### src/modbus_rtu_read_holding_slave_unit_defines.svh
// ============================================================================
// Assertion macros for the Modbus RTU read-holding slave
// Shared property wrappers used at the end of the top level.
// ============================================================================
`ifndef MODBUS_RTU_READ_HOLDING_SLAVE_UNIT_DEFINES_SVH
`define MODBUS_RTU_READ_HOLDING_SLAVE_UNIT_DEFINES_SVH

// Implication checked on every clock edge outside reset
`define MRS_ASSERT_IMP(label, clk, rst_n, ante, cons) \
  label: assert property (@(posedge clk) disable iff (!rst_n) (ante) |-> (cons)) \
    else $error("assertion failed");

// Next-cycle implication checked outside reset
`define MRS_ASSERT_NEXT(label, clk, rst_n, ante, cons) \
  label: assert property (@(posedge clk) disable iff (!rst_n) (ante) |=> (cons)) \
    else $error("assertion failed");

`endif

### src/mrs_pkg.sv
// ============================================================================
// mrs_pkg
// Types, constants and the CRC helper for the Modbus RTU slave.
// ============================================================================
package mrs_pkg;

  localparam int RegCountDef = 8;
  localparam int FrameMaxDef = 256;

  localparam logic [1:0] OpByte    = 2'd0;
  localparam logic [1:0] OpSilence = 2'd1;
  localparam logic [1:0] OpWrite   = 2'd2;
  localparam logic [1:0] OpSpare   = 2'd3;

  // outgoing byte source
  localparam logic [1:0] SelBody  = 2'd0;
  localparam logic [1:0] SelCrcLo = 2'd1;
  localparam logic [1:0] SelCrcHi = 2'd2;

  localparam logic [15:0] CrcInit  = 16'hFFFF;
  localparam logic [15:0] CrcPoly  = 16'hA001;
  localparam logic [7:0]  FuncRead = 8'h03;
  localparam logic [7:0]  ExcFlag  = 8'h80;
  localparam logic [7:0]  ExcFunc  = 8'h01;
  localparam logic [7:0]  ExcData  = 8'h02;

  typedef enum logic [2:0] {
    ST_IDLE,
    ST_CHECK,
    ST_END,
    ST_SEND,
    ST_CRC_LO,
    ST_CRC_HI
  } mrs_state_e;

  // controller to datapath commands
  typedef struct packed {
    logic take_byte;
    logic take_write;
    logic clear;
    logic start_tx;
    logic advance;
  } mrs_cmd_t;

  // datapath to controller status
  typedef struct packed {
    logic frame_full;
    logic frame_empty;
    logic frame_ok;
    logic body_done;
  } mrs_stat_t;

  // one byte through the reflected CRC-16
  function automatic logic [15:0] crc_feed(logic [15:0] crc, logic [7:0] b);
    logic [15:0] c;
    c = crc ^ {8'h00, b};
    for (int k = 0; k < 8; k++) begin
      c = c[0] ? ((c >> 1) ^ CrcPoly) : (c >> 1);
    end
    return c;
  endfunction

endpackage

### src/modbus_rtu_read_holding_slave_unit.sv
// ============================================================================
// modbus_rtu_read_holding_slave_unit
// Modbus RTU slave answering function 0x03 with local holding registers.
// ============================================================================
// channel   direction  handshake          payload
// in        input      in_valid/in_stall  op, rx_byte, reg_index, reg_value
// out       output     out_valid/out_stall tx_byte, last
// cfg       input      cfg_valid/cfg_ready slave_address
//
// A write is taken on acceptance; a byte is accepted, then its length is checked,
// and a byte that fills the frame also ends it. Silence is accepted, then ends
// the frame; a reply then sends the body bytes (3 to 19), closes the body and
// sends the two CRC bytes, the sequencer reading one register per data byte pair.
// Reset clears the frame, CRC, registers and sets the address to 1.
// Input is stalled while a response is in progress; output stalls hold it.
module modbus_rtu_read_holding_slave_unit
  import mrs_pkg::*;
#(
  parameter int RegCount = RegCountDef,
  parameter int FrameMax = FrameMaxDef
) (
  input  logic        clk_i,
  input  logic        rst_ni,
  input  logic        in_valid,
  output logic        in_stall,
  input  logic [1:0]  op_i,
  input  logic [7:0]  rx_byte_i,
  input  logic [2:0]  reg_index_i,
  input  logic [15:0] reg_value_i,
  output logic        out_valid,
  input  logic        out_stall,
  output logic [7:0]  tx_byte_o,
  output logic        last_o,
  input  logic        cfg_valid,
  output logic        cfg_ready,
  input  logic [7:0]  slave_address_i
);

`include "modbus_rtu_read_holding_slave_unit_defines.svh"

  mrs_cmd_t   cmd;
  mrs_stat_t  stat;
  logic [1:0] sel;
  logic [7:0] body_byte, crc_lo, crc_hi;
  logic [7:0] addr_q;

  assign cfg_ready = 1'b1;

  // hold the station address
  always_ff @(posedge clk_i or negedge rst_ni) begin
    if (!rst_ni)                       addr_q <= 8'd1;
    else if (cfg_valid && cfg_ready)   addr_q <= slave_address_i;
  end

  mrs_ctrl u_ctrl (
    .clk_i       (clk_i),
    .rst_ni      (rst_ni),
    .in_valid_i  (in_valid),
    .in_stall_o  (in_stall),
    .op_i        (op_i),
    .stat_i      (stat),
    .cmd_o       (cmd),
    .out_valid_o (out_valid),
    .out_stall_i (out_stall),
    .out_sel_o   (sel)
  );

  mrs_datapath #(.RegCount(RegCount), .FrameMax(FrameMax)) u_dp (
    .clk_i           (clk_i),
    .rst_ni          (rst_ni),
    .cmd_i           (cmd),
    .stat_o          (stat),
    .slave_address_i (addr_q),
    .rx_byte_i       (rx_byte_i),
    .reg_index_i     (reg_index_i),
    .reg_value_i     (reg_value_i),
    .body_byte_o     (body_byte),
    .crc_lo_o        (crc_lo),
    .crc_hi_o        (crc_hi)
  );

  // pick the outgoing byte
  always_comb begin
    case (sel)
      SelCrcLo: tx_byte_o = crc_lo;
      SelCrcHi: tx_byte_o = crc_hi;
      default:  tx_byte_o = body_byte;
    endcase
  end
  assign last_o = (sel == SelCrcHi);

  `MRS_ASSERT_IMP(a_no_accept_while_out, clk_i, rst_ni, out_valid, in_stall)
  `MRS_ASSERT_IMP(a_last_from_crc, clk_i, rst_ni, out_valid && last_o, sel == SelCrcHi)
  `MRS_ASSERT_NEXT(a_last_then_idle, clk_i, rst_ni,
    out_valid && last_o && !out_stall, !out_valid)

endmodule

### src/mrs_datapath.sv
// ============================================================================
// mrs_datapath
// Frame capture, receive CRC, holding registers and response byte builder.
// ============================================================================
module mrs_datapath
  import mrs_pkg::*;
#(
  parameter int RegCount = RegCountDef,
  parameter int FrameMax = FrameMaxDef
) (
  input  logic        clk_i,
  input  logic        rst_ni,
  input  mrs_cmd_t    cmd_i,
  output mrs_stat_t   stat_o,
  input  logic [7:0]  slave_address_i,
  input  logic [7:0]  rx_byte_i,
  input  logic [2:0]  reg_index_i,
  input  logic [15:0] reg_value_i,
  output logic [7:0]  body_byte_o,
  output logic [7:0]  crc_lo_o,
  output logic [7:0]  crc_hi_o
);

  localparam int LenW = $clog2(FrameMax + 1);
  localparam int RegW = (RegCount > 1) ? $clog2(RegCount) : 1;

  logic [15:0]     rx_crc_q, rx_crc_d;
  logic [7:0]      dly0_q, dly1_q;
  logic [7:0]      hdr_q [6];
  logic [LenW-1:0] len_q;
  logic [15:0]     regs_q [RegCount];

  logic [15:0]     tx_crc_q;
  logic [5:0]      tx_pos_q;
  logic [5:0]      tx_len_q;
  logic [7:0]      tx_b1_q, tx_b2_q;
  logic [RegW-1:0] rd_idx_q;

  // header decode
  logic [15:0] start_w, count_w;
  logic [16:0] span_w;
  logic        addr_ok, crc_ok, is_read, range_bad;

  assign start_w   = {hdr_q[2], hdr_q[3]};
  assign count_w   = {hdr_q[4], hdr_q[5]};
  assign span_w    = {1'b0, start_w} + {1'b0, count_w};
  assign addr_ok   = (hdr_q[0] == slave_address_i);
  assign crc_ok    = ({dly0_q, dly1_q} == rx_crc_q);
  assign is_read   = (hdr_q[1] == FuncRead);
  assign range_bad = (count_w == 16'd0) || (span_w > 17'(RegCount));

  assign stat_o.frame_empty = (len_q == '0);
  assign stat_o.frame_full  = (len_q == LenW'(FrameMax));
  assign stat_o.frame_ok    = (len_q >= LenW'(8)) && addr_ok && crc_ok;
  assign stat_o.body_done   = (tx_pos_q == tx_len_q);

  assign rx_crc_d = crc_feed(rx_crc_q, dly1_q);

  // receive side
  always_ff @(posedge clk_i or negedge rst_ni) begin
    if (!rst_ni) begin
      rx_crc_q <= CrcInit;
      dly0_q   <= '0;
      dly1_q   <= '0;
      len_q    <= '0;
    end else if (cmd_i.clear) begin
      rx_crc_q <= CrcInit;
      dly0_q   <= '0;
      dly1_q   <= '0;
      len_q    <= '0;
    end else if (cmd_i.take_byte) begin
      if (len_q >= LenW'(2)) begin
        rx_crc_q <= rx_crc_d;
      end
      dly1_q <= dly0_q;
      dly0_q <= rx_byte_i;
      len_q  <= len_q + LenW'(1);
    end
  end

  // capture the first six bytes
  always_ff @(posedge clk_i) begin
    if (cmd_i.take_byte && (len_q < LenW'(6))) begin
      hdr_q[len_q[2:0]] <= rx_byte_i;
    end
  end

  // holding registers
  always_ff @(posedge clk_i or negedge rst_ni) begin
    if (!rst_ni) begin
      for (int i = 0; i < RegCount; i++) regs_q[i] <= '0;
    end else if (cmd_i.take_write && (32'(reg_index_i) < RegCount)) begin
      regs_q[RegW'(reg_index_i)] <= reg_value_i;
    end
  end

  // response byte at the current position
  always_comb begin
    logic [15:0] v;
    v = regs_q[rd_idx_q];
    case (tx_pos_q)
      6'd0:    body_byte_o = slave_address_i;
      6'd1:    body_byte_o = tx_b1_q;
      6'd2:    body_byte_o = tx_b2_q;
      default: body_byte_o = tx_pos_q[0] ? v[15:8] : v[7:0];
    endcase
  end

  assign crc_lo_o = tx_crc_q[7:0];
  assign crc_hi_o = tx_crc_q[15:8];

  // transmit sequencing
  always_ff @(posedge clk_i or negedge rst_ni) begin
    if (!rst_ni) begin
      tx_pos_q <= '0;
      tx_len_q <= '0;
      tx_crc_q <= CrcInit;
      tx_b1_q  <= '0;
      tx_b2_q  <= '0;
      rd_idx_q <= '0;
    end else if (cmd_i.start_tx) begin
      tx_pos_q <= '0;
      tx_crc_q <= CrcInit;
      rd_idx_q <= start_w[RegW-1:0];
      if (!is_read) begin
        tx_b1_q  <= hdr_q[1] | ExcFlag;
        tx_b2_q  <= ExcFunc;
        tx_len_q <= 6'd3;
      end else if (range_bad) begin
        tx_b1_q  <= FuncRead | ExcFlag;
        tx_b2_q  <= ExcData;
        tx_len_q <= 6'd3;
      end else begin
        tx_b1_q  <= FuncRead;
        tx_b2_q  <= {count_w[6:0], 1'b0};
        tx_len_q <= 6'(3 + 2 * count_w[5:0]);
      end
    end else if (cmd_i.advance) begin
      tx_crc_q <= crc_feed(tx_crc_q, body_byte_o);
      tx_pos_q <= tx_pos_q + 6'd1;
      if (tx_pos_q >= 6'd3 && !tx_pos_q[0]) begin
        rd_idx_q <= rd_idx_q + RegW'(1);
      end
    end
  end

endmodule

### src/mrs_ctrl.sv
// ============================================================================
// mrs_ctrl
// Controller: routes operations, runs frame check and response send.
// ============================================================================
module mrs_ctrl
  import mrs_pkg::*;
(
  input  logic       clk_i,
  input  logic       rst_ni,
  input  logic       in_valid_i,
  output logic       in_stall_o,
  input  logic [1:0] op_i,
  input  mrs_stat_t  stat_i,
  output mrs_cmd_t   cmd_o,
  output logic       out_valid_o,
  input  logic       out_stall_i,
  output logic [1:0] out_sel_o
);

  mrs_state_e state_q, state_d;

  // state register
  always_ff @(posedge clk_i or negedge rst_ni) begin
    if (!rst_ni) state_q <= ST_IDLE;
    else         state_q <= state_d;
  end

  // next state and commands
  always_comb begin
    state_d     = state_q;
    cmd_o       = '0;
    in_stall_o  = 1'b1;
    out_valid_o = 1'b0;
    out_sel_o   = SelBody;
    unique case (state_q)
      ST_IDLE: begin
        in_stall_o = 1'b0;
        if (in_valid_i) begin
          unique case (op_i)
            OpByte: begin
              cmd_o.take_byte = 1'b1;
              state_d = ST_CHECK;
            end
            OpSilence: if (!stat_i.frame_empty) state_d = ST_END;
            OpWrite:   cmd_o.take_write = 1'b1;
            default:   ;
          endcase
        end
      end
      ST_CHECK: begin
        // a byte that fills the frame ends it at once
        if (stat_i.frame_full) state_d = ST_END;
        else                   state_d = ST_IDLE;
      end
      ST_END: begin
        cmd_o.clear = 1'b1;
        if (stat_i.frame_ok) begin
          cmd_o.start_tx = 1'b1;
          state_d = ST_SEND;
        end else begin
          state_d = ST_IDLE;
        end
      end
      ST_SEND: begin
        out_valid_o = 1'b1;
        if (!out_stall_i) begin
          cmd_o.advance = 1'b1;
        end
        if (stat_i.body_done) begin
          out_valid_o   = 1'b0;
          cmd_o.advance = 1'b0;
          state_d       = ST_CRC_LO;
        end
      end
      ST_CRC_LO: begin
        out_valid_o = 1'b1;
        out_sel_o   = SelCrcLo;
        if (!out_stall_i) state_d = ST_CRC_HI;
      end
      ST_CRC_HI: begin
        out_valid_o = 1'b1;
        out_sel_o   = SelCrcHi;
        if (!out_stall_i) state_d = ST_IDLE;
      end
      default: state_d = ST_IDLE;
    endcase
  end

endmodule

### config.mk
export PLATFORM = sky130hd
export DESIGN_NAME = modbus_rtu_read_holding_slave_unit
export DESIGN_NICKNAME = d
export VERILOG_FILES = /design/src/mrs_pkg.sv /design/src/modbus_rtu_read_holding_slave_unit.sv /design/src/mrs_datapath.sv /design/src/mrs_ctrl.sv
export VERILOG_INCLUDE_DIRS = /design/src /design/src/src
export SDC_FILE = /design/constraint.sdc
export NUM_CORES = 1
export LEC_CHECK = 0
export BUFFER_PORTS_ARGS = -buffer_cell sky130_fd_sc_hd__buf_4
export CAP_MARGIN = 20
export CORE_MARGIN = 1
export CORE_UTILIZATION = 56
export DETAILED_ROUTE_END_ITERATION = 12
export GPL_TIMING_DRIVEN = 0
export PLACE_DENSITY_LB_ADDON = 0.1
export SLEW_MARGIN = 40
export SYNTH_ARGS = -nofsm -noshare
export SYNTH_HDL_FRONTEND = slang
export SYNTH_HIERARCHICAL = 1
export SYNTH_SLANG_ARGS = --single-unit
### constraint.sdc
create_clock -name clk_i -period 3.1 [get_ports clk_i]
set_input_delay 0.62 -clock clk_i [delete_from_list [all_inputs] [get_ports clk_i]]
set_output_delay 0.62 -clock clk_i [all_outputs]
set_load 0.02 [all_outputs]
[After elaboration in Yosys (flattened, before gate mapping)]
Memories as Yosys holds them, arrays and structs flattened.
Cells that the tools add are included.
Word-level totals
  flip-flop bits (word level): 227
  memory bits (writable): 48
  input bits: 42
  output and inout bits: 12
  word-level logic and storage cells: 167
  memories: 1
Cells by class
  add/sub/neg operators: 5
  $lt $le $gt $ge: 8
  eq/ne operators: 22
  muxes and demuxes: 71
  bitwise logic cells: 20
  reduce and logical (&&, ||, !) cells: 20
Memories
  u_dp.hdr_q: depth 6, bits a word 8, read ports 6, clocked after memory_dff 0, write ports 1, line mrs_datapath.sv:29  | logic [7:0] hdr_q [6];
Operators by type and width (count)
  16-bit 2-to-1 mux: 24
  128-bit bitwise mux: 1
  8-bit 2-to-1 mux: 9
  16-bit binary-select mux with 3-bit select: 1
  16-bit demux with 3-bit select: 1
  2-bit NOT with 3-bit output: 16
  16-bit by 8-bit XOR with 16-bit output: 2
  3-bit 2-to-1 mux: 8
  6-bit 2-to-1 mux: 4
  8-bit case mux with 3 select lines: 1
  9-bit 2-to-1 mux: 2
  3-bit case mux with 6 select lines: 1
  16-bit by 16-bit adder with 17-bit output: 1
  17-bit by 4-bit > comparator with 1-bit output (second input constant): 1
  16-bit equality test: 1
  16-bit logical NOT: 1
  8-bit case mux with 2 select lines: 1
  1-bit 2-to-1 mux: 10
  2-bit 2-to-1 mux: 5
  9-bit by 1-bit adder with 9-bit output (second input constant): 1
  9-bit equality test (second input constant): 1
  9-bit by 2-bit greater-or-equal comparator with 1-bit output (second input constant): 1
  9-bit by 4-bit greater-or-equal comparator with 1-bit output (second input constant): 1
  9-bit logical NOT: 1
  33 further kinds: 51

[Logic depth before layout (Yosys ltp)]
Gate-level depths: netlist of run 1.
  depth after elaboration: 25
  mapped depth: 14
  gate-level depth less buffers: 12

[Cells and area by module]
Netlist of run 1, hierarchy kept.
Modules (own cells, without submodules)
  mrs_datapath: times used 1, cells an instance 969, area an instance 12878.6 µm²
  modbus_rtu_read_holding_slave_unit: times used 1, cells an instance 50, area an instance 526.8 µm²
  mrs_ctrl: times used 1, cells an instance 35, area an instance 296.5 µm²

[Worst setup path before layout of run 1]
No wires, ideal clock.
  path kind: register to register
  from: register u_dp.tx_pos_q[0]
  to: register u_dp.tx_crc_q[0]
  library setup time: 72 ps
  arrival: 3343 ps
  required time: 3028 ps
  slack: -314 ps
  cell stages (with the launch flop): 15
  buffers on the path: 2
  clock period less this slack: 3414 ps
  cells stage by stage: dfrtp_1 -> buf_2 -> inv_1 -> ha_1 -> clkbuf_1 -> nor3_1 -> o21ai_1 -> o2111a_1 -> o21ai_2 -> xor2_1 -> xor2_1 -> xnor2_2 -> xnor3_1 -> xor2_1 -> o21ai_1
On the way
  cells in the longest elaborated chain, start to end: 14
  elaborated cells on any way between the ends: 27
Ends and longest elaborated chain
  from (decl): line mrs_datapath.sv:34  | logic [5:0] tx_pos_q;
  from (signal assigned): line mrs_datapath.sv:140  | tx_pos_q <= tx_pos_q + 6'd1;
  6-bit by 2-bit equality test with 1-bit output (tied with other cells): line mrs_datapath.sv:101  | case (tx_pos_q)
  8-bit case mux with 3 select lines *: line mrs_datapath.sv:101
  named net body_byte[4]: line modbus_rtu_read_holding_slave_unit.sv:44  | logic [7:0] body_byte, crc_lo, crc_hi;
  16-bit by 8-bit XOR with 16-bit output *: line mrs_pkg.sv:56  | c = crc ^ {8'h00, b};
  16-bit 2-to-1 mux * (3 in a row): line mrs_pkg.sv:58  | c = c[0] ? ((c >> 1) ^ CrcPoly) : (c >> 1);
  2-bit NOT with 3-bit output (no source line)
  16-bit 2-to-1 mux * (5 in a row): line mrs_pkg.sv:58
  16-bit 2-to-1 mux *: line mrs_datapath.sv:138  | end else if (cmd_i.advance) begin
  16-bit 2-to-1 mux *: line mrs_datapath.sv:121  | end else if (cmd_i.start_tx) begin
  to (signal assigned): line mrs_datapath.sv:117  | tx_crc_q <= CrcInit;
  to (signal assigned): line mrs_datapath.sv:123  | tx_crc_q <= CrcInit;
  to (signal assigned): line mrs_datapath.sv:139  | tx_crc_q <= crc_feed(tx_crc_q, body_byte_o);
  to (decl): line mrs_datapath.sv:33  | logic [15:0] tx_crc_q;
Mark *: on every way through the listed nets, which the timed path passes. The rest lies on a longest branch. The select of a mux whose other input is x is not followed.
A chain may end at the register's enable or synchronous reset.

[Worst setup path in the final report of run 1]
  from: register u_dp.rd_idx_q[0]
  to: output port tx_byte_o[7]
On the way
  cells in the longest elaborated chain, start to end: 7
Ends and longest elaborated chain
  from (decl): line mrs_datapath.sv:37  | logic [RegW-1:0] rd_idx_q;
  from (signal assigned): line mrs_datapath.sv:124  | rd_idx_q <= start_w[RegW-1:0];
  from (signal assigned): line mrs_datapath.sv:142  | rd_idx_q <= rd_idx_q + RegW'(1);
  3-bit NOT with 4-bit output (implied by the code): line mrs_datapath.sv:100  | v = regs_q[rd_idx_q];
  16-bit binary-select mux with 3-bit select: line mrs_datapath.sv:100
  16-bit 2-to-1 mux (implied by the code) (2 in a row): line mrs_datapath.sv:100
  8-bit 2-to-1 mux: line mrs_datapath.sv:105  | default: body_byte_o = tx_pos_q[0] ? v[15:8] : v[7:0];
  8-bit case mux with 3 select lines: line mrs_datapath.sv:101
  named net body_byte[7]: line modbus_rtu_read_holding_slave_unit.sv:44
  8-bit case mux with 2 select lines: line modbus_rtu_read_holding_slave_unit.sv:84  | case (sel)
  to (decl): line modbus_rtu_read_holding_slave_unit.sv:32  | output logic [7:0] tx_byte_o,
The timed path passes the listed nets, and every way through them passes these cells. The select of a mux whose other input is x is not followed.

==> results of run 1 <==
==> flip-flops by register name, summed over array words and instances, names as in the netlist <==
| name | cells |
|---|---|
| u_dp/tx_len_q | 6 |
| u_dp/hdr_q | 48 |
| addr_q | 8 |
| u_dp/dly0_q | 8 |
| u_ctrl/state_q | 3 |
| u_dp/tx_b1_q | 8 |
| u_dp/rd_idx_q | 3 |
| u_dp/rx_crc_q | 16 |
| u_dp/tx_crc_q | 16 |
| u_dp/len_q | 9 |
| u_dp/dly1_q | 8 |
| u_dp/tx_pos_q | 6 |
| u_dp/tx_b2_q | 8 |
| u_dp/regs_q | 128 |
==> power breakdown <==
group / total (uW) / internal (uW) / switching (uW)
combinational: 5780 / 3050 / 2730
sequential: 5370 / 4730 / 642
clock: 3540 / 2100 / 1440
total: 14700 / 9870 / 4820
==> cell type report <==
class	instances	area (um^2)
Buffer	53	382
Clock buffer	37	806
Clock inverter	17	188
Fill cell	1713	7250
Inverter	27	105
Multi-Input combinational cell	694	6540
Sequential cell	275	7170
Tap cell	319	399
Timing Repair Buffer	107	915
==> stage by stage <==
stage	setup TNS (ns)	power (uW)	utilization
after floorplan	0	9140	-
after global placement	-130.15	10200	0.611
after detailed placement	-25.58	10400	0.617
after CTS	-3.01	14400	0.681
after global routing	-5.75	15500	0.695
final	-3.41	14700	0.695
==> cell families (layout without fill, tap and decap cells) <==
group,count (synthesis),in the layout
buffers and inverters,85,241
XOR/XNOR,89,89
AND/OR/NAND/NOR,233,233
AO/OA/AOI/OAI,129,129
adder cells (fa/ha/maj),31,31
flip-flops,275,275
multiplexers,211,211
other,1,1
==> what timing repair did <==
item | CTS | global route
gates cloned | 1 | 0
resized for setup | 76 | 37
hold buffers | 1 | 0
setup endpoints to repair | 90 | 102
setup buffers | 29 | 26
pin swaps | 27 | 33
endpoints found under the hold margin | 28 | 0
==> how the worst min path moves through the flow <==
stage	start	end	slack (ns)
finish	slave_address_i[0]	addr_q[0]$_DFFE_PN1P_	0.29
global route	slave_address_i[0]	addr_q[0]$_DFFE_PN1P_	0.27
CTS	slave_address_i[0]	addr_q[0]$_DFFE_PN1P_	0.27
detailed placement	u_dp/tx_b2_q[0]$_DFFE_PN0P_	u_dp/tx_b2_q[0]$_DFFE_PN0P_	0.48
global placement	u_dp/tx_b2_q[0]$_DFFE_PN0P_	u_dp/tx_b2_q[0]$_DFFE_PN0P_	0.47
floorplan	rst_ni	addr_q[1]$_DFFE_PN0P_	0.32
==> layout by cell type, fill, tap and decap left out, types with 23 or more instances in the layout <==
| cell | netlist | layout |
|---|---|---|
| buf_4 | 5 | 99 |
| clkbuf_1 | 39 | 31 |
| clkbuf_16 | 0 | 29 |
| dfrtp_1 | 194 | 190 |
| dfstp_2 | 33 | 33 |
| edfxtp_1 | 48 | 48 |
| ha_1 | 30 | 26 |
| inv_1 | 25 | 23 |
| mux2_2 | 136 | 135 |
| mux2i_1 | 33 | 26 |
| mux4_2 | 22 | 27 |
| nand2_1 | 52 | 50 |
| nand3_1 | 26 | 26 |
| nor2_1 | 61 | 60 |
| o21ai_0 | 28 | 24 |
| xnor2_1 | 45 | 44 |
| xor2_1 | 37 | 29 |
==> routing by layer <==
layer / global-route usage / vias to the layer above / share of wire
li1: - / 4131 / -
met1: 0.400 / 4652 / 0.48
met2: 0.401 / 196 / 0.45
met3: 0.0435 / 40 / 0.044
met4: 0.0527 / 0 / 0.018
met5: 0 / - / 0
==> results.sh, run 1 <==
export IMPL_status="complete, but fails checks"
export IMPL_violations="negative setup slack"
export IMPL_detail_route_antenna_nets=0
export IMPL_placed_area_um2=14700
export IMPL_ys_ff_latch=275
export IMPL_cts_sinks=275
export IMPL_reg2reg_depth=14
export IMPL_r2r_start="u_dp/tx_pos_q[0]$_DFFE_PN0P_"
export IMPL_dr_pass1_iters=5
export IMPL_grt_max_degree=68
export IMPL_worst_path_max_fanout=6
export IMPL_post_drt_wl_per_cell_um=20.9
export IMPL_p_leak_uw=0.00727
export IMPL_worst_slew_pin_transition_ns=0.836
export IMPL_synth_top_area_share=0.354
export IMPL_whs_ns=0.289
export IMPL_yosysMostFrequentCell="dfrtp_1"
export IMPL_drc_errors=0
export IMPL_cts_max_path_buffers=3
export IMPL_critPathCaptureType="output port"
export IMPL_period_minus_slack_ns=3.53
export IMPL_num_antenna_cells=0
export IMPL_skew_ns=0.0151
export IMPL_grt_pass1_wl_um=49700
export IMPL_final_cells=1529
export IMPL_num_vias=9019
export IMPL_synth_top_cell_by_area="dfrtp_1"
export IMPL_cts_tree="yes"
export IMPL_synthDistinctLibCells=80
export IMPL_rows=56
export IMPL_min_path_cells=2
export IMPL_cp_startpoint="u_dp/rd_idx_q[0]$_DFFE_PN0P_"
export IMPL_hold_viol=0
export IMPL_path_depth=9
export IMPL_hold_path_class="primary input to flop"
export IMPL_root_buffer="clkbuf_16"
export IMPL_antenna_found_initial=0
export IMPL_cpLargestDelayFamily="multiplexers"
export IMPL_seq_area_frac_synth=0.523
export IMPL_ys_warn_count=6
export IMPL_dieArea_um2=25100
export IMPL_start_util=0.577
export IMPL_vdd_drop_max_mv=0.967
export IMPL_place_congestion=0.825
export IMPL_place_inst=1425
export IMPL_grt_usage=0.263
export IMPL_syn_area_per_cell_um2=13.0
export IMPL_startpoint_type="flop"
export IMPL_drtIter0Drc=648
export IMPL_pre_cts_ws_ns=-0.634
export IMPL_syn_nets=1127
export IMPL_rsz0062_at_grt="true"
export IMPL_finalWirelength_um=31900
export IMPL_ios=54
export IMPL_reg2reg_to="u_dp/tx_crc_q[0]$_DFFE_PN1P_"
export IMPL_synthSimpleGateAreaFrac=0.0860
export IMPL_cp_arrival_ns=2.91
export IMPL_relSlewSlack=0.443
export IMPL_synthXorXnorAreaFrac=0.0612
export IMPL_synthTopCellsByArea="dfrtp_1 35%, mux2_2 11%, edfxtp_1 11%"
export IMPL_dp_hpwl_um=21400
export IMPL_synth_edf_count=48
export IMPL_async_flop_share=0.825
export IMPL_ctsHtreeMaxLevel=1
export IMPL_synth_compound_area_frac=0.0667
export IMPL_finalNetCount=1260
export IMPL_insertion_delay_ns=0.56
export IMPL_synth_mux_area_frac=0.204
export IMPL_clkTransAtPathRegs_ns=0.07
export IMPL_first_global_vias=8884
export IMPL_final_max_slew_viol_count=0
export IMPL_crit_required_ns=2.48
export IMPL_syn_to_final_growth_pct=20.4
export IMPL_synth_top_family_by_area="multiplexers"
export IMPL_viasPerCell=5.90
export IMPL_cp_slowest_cell="mux4_2"
export IMPL_netlist_area_um2=13700
export IMPL_setup_viol=24
export IMPL_r2r_slack_ns=-0.16
export IMPL_overflow=0
export IMPL_drive_above_1_share=0.386
export IMPL_io_buffers=48
export IMPL_stdcell_area_um2=16500
export IMPL_powerDensity_nw_per_um2=890
export IMPL_netlist_instances=1054
export IMPL_critPathKind="flop to output port"
export IMPL_die_w_um=158
export IMPL_core_um2=23800
export IMPL_path_buf_inv=3
export IMPL_dieHeight_um=158
export IMPL_synthAdderAreaFrac=0.0289
export IMPL_max_stage_delay_ns=0.53
export IMPL_maxCapViolCount=0
export IMPL_cp_cell_sequence="buf_12 > buf_12 > mux4_2 > mux4_2 > nand2_2 > nand4_1 > nand2_1 > o21ai_2 > buf_6"
export IMPL_cts_buffers_inserted=29
export IMPL_ys_flop_type="dfrtp_1"
export IMPL_setup_slack_ns=-0.427
export IMPL_crit_end="tx_byte_o[7]"
export IMPL_fin_crit_sh=1.14
export IMPL_yosys_top_cells_count="194 x dfrtp_1, 136 x mux2_2, 61 x nor2_1"
export IMPL_max_freq_mhz=283
(Power assumes the default switching activity.)
==> run 2, diff against run 1 <==
--- a/config.mk
+++ b/config.mk
@@ -16,5 +16,4 @@
 export SLEW_MARGIN = 40
 export SYNTH_ARGS = -nofsm -noshare
 export SYNTH_HDL_FRONTEND = slang
-export SYNTH_HIERARCHICAL = 1
 export SYNTH_SLANG_ARGS = --single-unit
==> run 2 against run 1 <==
  * Sequential share of layout area grew 0.41 points
  * Sequential power is essentially flat
  * The flow still finishes with violations (negative setup slack)
  * Total power grew 0.13%
  * Highest routed layer unchanged
==> results.sh, run 2 <==
export IMPL_drtIter0Drc=548
export IMPL_final_common_cell="dfrtp_1"
export IMPL_dr_pass1_iters=4
export IMPL_top_register="u_dp.regs_q"
export IMPL_layout_common_cells="187 x dfrtp_1, 137 x mux2_2, 109 x nand2_1"
export IMPL_synthDistinctLibCells=68
export IMPL_setup_slack_ns=-0.197
export IMPL_final_max_slew_viol_count=0
export IMPL_max_stage_delay_ns=0.36
export IMPL_ys_flop_type="dfrtp_1"
export IMPL_drive_above_1_share=0.362
export IMPL_synth_edf_count=48
export IMPL_comb_power_share=0.388
export IMPL_num_antenna_cells=0
export IMPL_period_minus_slack_ns=3.30
export IMPL_p_int_uw=9890
export IMPL_dp_hpwl_um=21900
export IMPL_syn_nets=1176
export IMPL_status="complete, but fails checks"
export IMPL_hold_viol=0
export IMPL_violations="negative setup slack"
export IMPL_fin_util=0.697
export IMPL_switching_share=0.328
export IMPL_fin_crit_sh=1.06
export IMPL_yosysMostFrequentCell="dfrtp_1"
export IMPL_relSlewSlack=0.615
export IMPL_multiInputGateArea_um2=6460
export IMPL_place_congestion=0.816
export IMPL_grt_max_degree=69
export IMPL_netlist_instances=1101
export IMPL_p_total_uw=14700
export IMPL_seq_area_frac_synth=0.533
export IMPL_clkTransAtPathRegs_ns=0.06
export IMPL_cp_slowest_cell="dfrtp_1"
export IMPL_ys_warn_count=0
export IMPL_startpoint_type="flop"
export IMPL_first_global_vias=9015
export IMPL_grt_pass1_wl_um=50500
export IMPL_root_buffer="clkbuf_16"
export IMPL_critPathKind="flop to output port"
export IMPL_switchingPower_uw=4820
export IMPL_worst_slew_pin_transition_ns=0.578
export IMPL_ios=54
export IMPL_setup_tns_ns=-1.15
export IMPL_cp_arrival_ns=2.68
export IMPL_vdd_drop_max_mv=0.736
export IMPL_ctsHtreeMaxLevel=1
export IMPL_die_w_um=157
export IMPL_crit_required_ns=2.48
export IMPL_post_drt_wl_per_cell_um=20.5
export IMPL_powerDensity_nw_per_um2=899
export IMPL_cpLargestDelayFamily="compound AO/OA/AOI/OAI gates"
export IMPL_skew_ns=0.0212
export IMPL_yosys_top_cells_count="194 x dfrtp_1, 138 x mux2_2, 109 x nand2_1"
export IMPL_fillers=1656
export IMPL_max_freq_mhz=303
export IMPL_num_vias=9203
export IMPL_cts_hold_fix_buffers=0
export IMPL_largest_reg_flops=128
export IMPL_cts_buffers_inserted=29
export IMPL_dieHeight_um=157
export IMPL_rows=56
export IMPL_cts_tree="yes"
export IMPL_maxCapViolCount=0
export IMPL_ys_ff_latch=275
export IMPL_netlist_area_um2=13400
export IMPL_seqCellArea_um2=7170
export IMPL_cp_cell_sequence="clkbuf_8 > buf_12 > inv_12 > ha_4 > buf_6 > nor3_1 > o21ai_0 > o21ai_1 > a21oi_2 > a21oi_1 > buf_4"
export IMPL_dieArea_um2=24600
export IMPL_p_leak_uw=0.00716
export IMPL_pwr_share_clk=0.247
export IMPL_syn_area_per_cell_um2=12.2
export IMPL_syn_to_final_growth_pct=21.8
export IMPL_synth_top_cell_by_area="dfrtp_1"
export IMPL_setup_viol=11
export IMPL_antenna_found_initial=0
export IMPL_finalWirelength_um=32200
export IMPL_critPathCaptureType="output port"
export IMPL_start_util=0.572
export IMPL_viasPerCell=5.84
export IMPL_grt_usage=0.270
export IMPL_cts_max_path_buffers=3
export IMPL_p_seq_frac=0.366
export IMPL_drc_errors=0
export IMPL_io_buffers=51
export IMPL_rsz0062_at_grt="true"
export IMPL_hold_path_class="primary input to asynchronous set/reset pin"
export IMPL_whs_ns=0.00794
export IMPL_path_buf_inv=5
export IMPL_synthTopCellsByArea="dfrtp_1 36%, mux2_2 12%, edfxtp_1 11%"
export IMPL_worst_path_max_fanout=4
export IMPL_synth_top_area_share=0.362
export IMPL_overflow=0
export IMPL_async_flop_share=0.825
export IMPL_cts_sinks=275
export IMPL_finalNetCount=1308
export IMPL_core_um2=23500
export IMPL_detail_route_antenna_nets=0
export IMPL_insertion_delay_ns=0.55
-- run 2: cell count changes after synthesis, sizes merged, moves of 7 or more --
cell	before	now
mux2i	33	25
o21ai	33	59
nand4	18	11
a22o	10	0
nand3	27	9
mux4	34	26
and3	2	11
a21oi	23	50
a211o	16	1
nand2	53	109
a221oi	0	15
xnor2	50	39
nor2	62	69
-- run 2: timing repair --
item                       4_1_cts  5_1_grt
resized for setup               94       49
buffers inserted                28       29
pin swaps                       26       22
setup endpoints to repair      157      121
-- run 2: final cells by class --
class / count / area share
clock inverters: 20 / 0.0152
multi-input cells: 753 / 0.395
well taps: 319 / 0.0244
clock buffers: 34 / 0.0455
repair buffers: 111 / 0.0572
flip-flops and latches: 275 / 0.438
inverters: 21 / 0.00558
plain buffers: 42 / 0.0189
-- run 2: path summary, 6_finish.rpt --
path,startpoint,slack (ns),depth (start not counted),end
max,u_dp.tx_pos_q[0]$_DFFE_PN0P_,-0.20,11,tx_byte_o[7]
min,rst_ni,0.008,1,u_dp.tx_b2_q[4]$_DFFE_PN0P_
max reg2reg,u_dp.tx_pos_q[0]$_DFFE_PN0P_,-0.06,14,u_dp.tx_crc_q[0]$_DFFE_PN1P_
min reg2reg,u_dp.tx_b1_q[1]$_DFFE_PN0P_,0.48,2,u_dp.tx_b1_q[1]$_DFFE_PN0P_
max in group asynchronous,rst_ni,1.83,4,u_dp.regs_q[13]$_DFFE_PN0P_
min in group clk_i,slave_address_i[7],0.30,2,addr_q[7]$_DFFE_PN0P_
-- run 2: cells by family after synthesis --
family | synth area share
buffers and inverters | 0.0232
multiplexers | 0.178
adder cells (fa/ha/maj) | 0.0313
flip-flops | 0.533
other | 0.000279
AO/OA/AOI/OAI | 0.0860
XOR/XNOR | 0.0549
AND/OR/NAND/NOR | 0.0929
-- run 2: power groups by stage --
stage | Clock [uW] | Sequential [uW] | Combinational [uW]
global route | 3840 | 5490 | 6120
finish | 3630 | 5380 | 5700
global placement | 0 | 5320 | 4740
CTS | 3680 | 5350 | 5380
floorplan | 0 | 5170 | 3720
detailed placement | 0 | 5360 | 4840
-- run 2: per-layer routing --
layer,track usage,vias to the layer above,part of all wire
met2,0.407,213,0.45
met5,0,-,0
met1,0.401,4700,0.47
li1,-,4250,-
met3,0.0612,40,0.062
met4,0.0588,0,0.019
-- run 2: through the flow --
| step | cell area [um^2] | cells | setup WS (ns) |
|---|---|---|---|
| 6_report | 16400 | 1575 | -0.197 |
| 5_1_grt | 16400 | 1575 | -0.243 |
| 4_1_cts | 15900 | 1548 | -0.230 |
| 3_5_place_dp | 14400 | 1474 | -0.764 |
| 3_3_place_gp | 14300 | 1471 | -0.799 |
| 2_1_floorplan | 13500 | 1101 | 0.000531 |
==> run 3, diff against run 2 <==
--- a/config.mk
+++ b/config.mk
@@ -7,9 +7,9 @@
 export NUM_CORES = 1
 export LEC_CHECK = 0
 export BUFFER_PORTS_ARGS = -buffer_cell sky130_fd_sc_hd__buf_4
-export CAP_MARGIN = 20
 export CORE_MARGIN = 1
-export CORE_UTILIZATION = 56
+export CORE_UTILIZATION = 58
+export CTS_BUF_LIST = sky130_fd_sc_hd__clkbuf_2 sky130_fd_sc_hd__clkbuf_4 sky130_fd_sc_hd__clkbuf_8
 export DETAILED_ROUTE_END_ITERATION = 12
 export GPL_TIMING_DRIVEN = 0
 export PLACE_DENSITY_LB_ADDON = 0.1
==> run 3 against run 2 <==
  * The flow still finishes with violations (negative setup slack)
  * Clock skew up 0.00051 ns
  * Register-to-register slack worse by 0.08 ns
  * Clock-buffer cell count up 41
  * Combinational power decreased by 2%
  * Routed wire length is 0.36% higher
  * Utilization increased by 1.9 points
  * Sequential share of layout area up 0.39 points
  * Critical path type unchanged
  * Critical endpoint is now tx_byte_o[5]
  * Highest routed layer unchanged
==> results.sh, run 3 (synthesized netlist as in run 2, its figures left out) <==
export IMPL_m1WireLength_um=15500
export IMPL_placed_area_um2=14300
export IMPL_hold_viol=0
export IMPL_top_register="u_dp.regs_q"
export IMPL_drtIter0Drc=642
export IMPL_hold_path_class="primary input to flop"
export IMPL_skew_ns=0.0217
export IMPL_dieHeight_um=154
export IMPL_drive_above_1_share=0.376
export IMPL_num_antenna_cells=0
export IMPL_fillers=1579
export IMPL_root_buffer="clkbuf_8"
export IMPL_cts_max_path_buffers=3
export IMPL_r2r_start="u_dp.tx_pos_q[0]$_DFFE_PN0P_"
export IMPL_num_vias=9235
export IMPL_fin_util=0.716
export IMPL_largest_reg_flops=128
export IMPL_overflow=0
export IMPL_rsz0062_at_grt="true"
export IMPL_ctsHtreeMaxLevel=2
export IMPL_period_minus_slack_ns=3.33
export IMPL_cts_buffers_inserted=46
export IMPL_grt_max_degree=71
export IMPL_max_freq_mhz=300
export IMPL_final_max_slew_viol_count=0
export IMPL_detail_route_antenna_nets=0
export IMPL_clkTransAtPathRegs_ns=0.05
export IMPL_whs_ns=0.300
export IMPL_path_common_cell="buf_12"
export IMPL_violations="negative setup slack"
export IMPL_reg2reg_to="u_dp.tx_crc_q[0]$_DFFE_PN1P_"
export IMPL_worst_slew_pin_transition_ns=0.584
export IMPL_start_util=0.593
export IMPL_crit_required_ns=2.48
export IMPL_final_common_cell="dfrtp_1"
export IMPL_reg2reg_depth=13
export IMPL_cp_arrival_ns=2.71
export IMPL_dieArea_um2=23800
export IMPL_routed_wl_met3_um=1710
export IMPL_pre_cts_ws_ns=-0.742
export IMPL_cts_sinks=275
export IMPL_relSlewSlack=0.611
export IMPL_setup_slack_ns=-0.228
export IMPL_syn_to_final_growth_pct=20.6
export IMPL_layout_common_cells="191 x dfrtp_1, 138 x mux2_2, 109 x nand2_1"
export IMPL_dr_wl_met2_um=14500
export IMPL_path_buf_inv=5
export IMPL_finalNetCount=1323
export IMPL_setup_tns_ns=-1.88
export IMPL_ios=54
export IMPL_fin_crit_sh=1.07
export IMPL_cpLargestDelayFamily="compound AO/OA/AOI/OAI gates"
export IMPL_dp_hpwl_um=22000
export IMPL_viasPerCell=5.89
export IMPL_rows=55
export IMPL_cp_startpoint="u_dp.tx_pos_q[0]$_DFFE_PN0P_"
export IMPL_vdd_drop_max_mv=0.679
export IMPL_routed_top_layer="met4"
export IMPL_first_global_vias=9373
export IMPL_setup_viol=11
export IMPL_cp_cell_sequence="clkbuf_8 > buf_12 > inv_12 > ha_4 > or3_4 > a21oi_4 > buf_12 > o211ai_1 > o211a_1 > a21oi_2 > buf_6"
export IMPL_die_w_um=154
export IMPL_p_leak_uw=0.00718
export IMPL_status="complete, but fails checks"
export IMPL_powerDensity_nw_per_um2=873
export IMPL_drc_errors=0
export IMPL_critPathCaptureType="output port"
export IMPL_antenna_found_initial=0
export IMPL_cp_slowest_cell="or3_4"
export IMPL_stdcell_area_um2=16200
export IMPL_crit_end="tx_byte_o[5]"
export IMPL_maxCapViolCount=0
export IMPL_finalWirelength_um=32300
export IMPL_grt_usage=0.283
export IMPL_dr_pass1_iters=4
export IMPL_worst_path_max_fanout=5
export IMPL_path_depth=11
export IMPL_max_stage_delay_ns=0.42
export IMPL_startpoint_type="flop"
export IMPL_post_drt_wl_per_cell_um=20.6
export IMPL_io_buffers=51
export IMPL_critPathKind="flop to output port"
export IMPL_place_congestion=0.810
export IMPL_insertion_delay_ns=0.56
export IMPL_cts_tree="yes"
export IMPL_core_um2=22600
export IMPL_r2r_slack_ns=-0.14
export IMPL_grt_pass1_wl_um=51500
-- run 3: metal layers --
layer  vias to the layer above  global-route usage
li1                       4274                   -
met4                         0              0.0738
met3                        43              0.0462
met2                       221               0.418
met5                         -                   0
met1                      4697               0.435
-- run 3: final cells by class --
cell class              instances  area [um^2]  share of cell area
well taps                     285          357              0.0220
repair buffers                108          951              0.0587
plain buffers                  43          300              0.0185
inverters                      21         91.3             0.00564
flip-flops and latches        275         7170               0.442
clock inverters                 8         37.5             0.00232
multi-input cells             753         6410               0.396
clock buffers                  75          888              0.0548
-- run 3: where the power goes --
part | switching, uW | internal (uW) | leakage (uW)
Clock | 1390 | 1800 | 0.000498
Sequential | 669 | 4720 | 0.00334
Combinational | 2700 | 2870 | 0.00334
Total | 4760 | 9390 | 0.00718
-- run 3: worst min path at each step --
stage,cells after the start,end,from
5_1_grt,2,addr_q[5]$_DFFE_PN0P_,slave_address_i[5]
3_5_place_dp,2,u_dp.tx_b1_q[5]$_DFFE_PN0P_,u_dp.tx_b1_q[5]$_DFFE_PN0P_
2_1_floorplan,0,addr_q[1]$_DFFE_PN0P_,rst_ni
3_3_place_gp,2,u_dp.tx_b1_q[3]$_DFFE_PN0P_,u_dp.tx_b1_q[3]$_DFFE_PN0P_
6_report,2,addr_q[0]$_DFFE_PN1P_,slave_address_i[0]
4_1_cts,2,addr_q[0]$_DFFE_PN1P_,slave_address_i[0]
-- run 3: repair_timing --
action                                  in CTS  in global routing
cloned                                       1                  1
hold buffers                                 1                  0
endpoints found under the setup margin     152                 97
pin swaps                                   22                 19
gates resized for setup                     81                 46
hold endpoints to repair                    43                  0
buffers inserted                            35                 17
-- run 3: through the flow --
step	std cells	total power, uW
3_3_place_gp	1437	10100
3_5_place_dp	1440	10200
2_1_floorplan	1101	8890
4_1_cts	1554	14000
5_1_grt	1568	14900
6_report	1568	14200
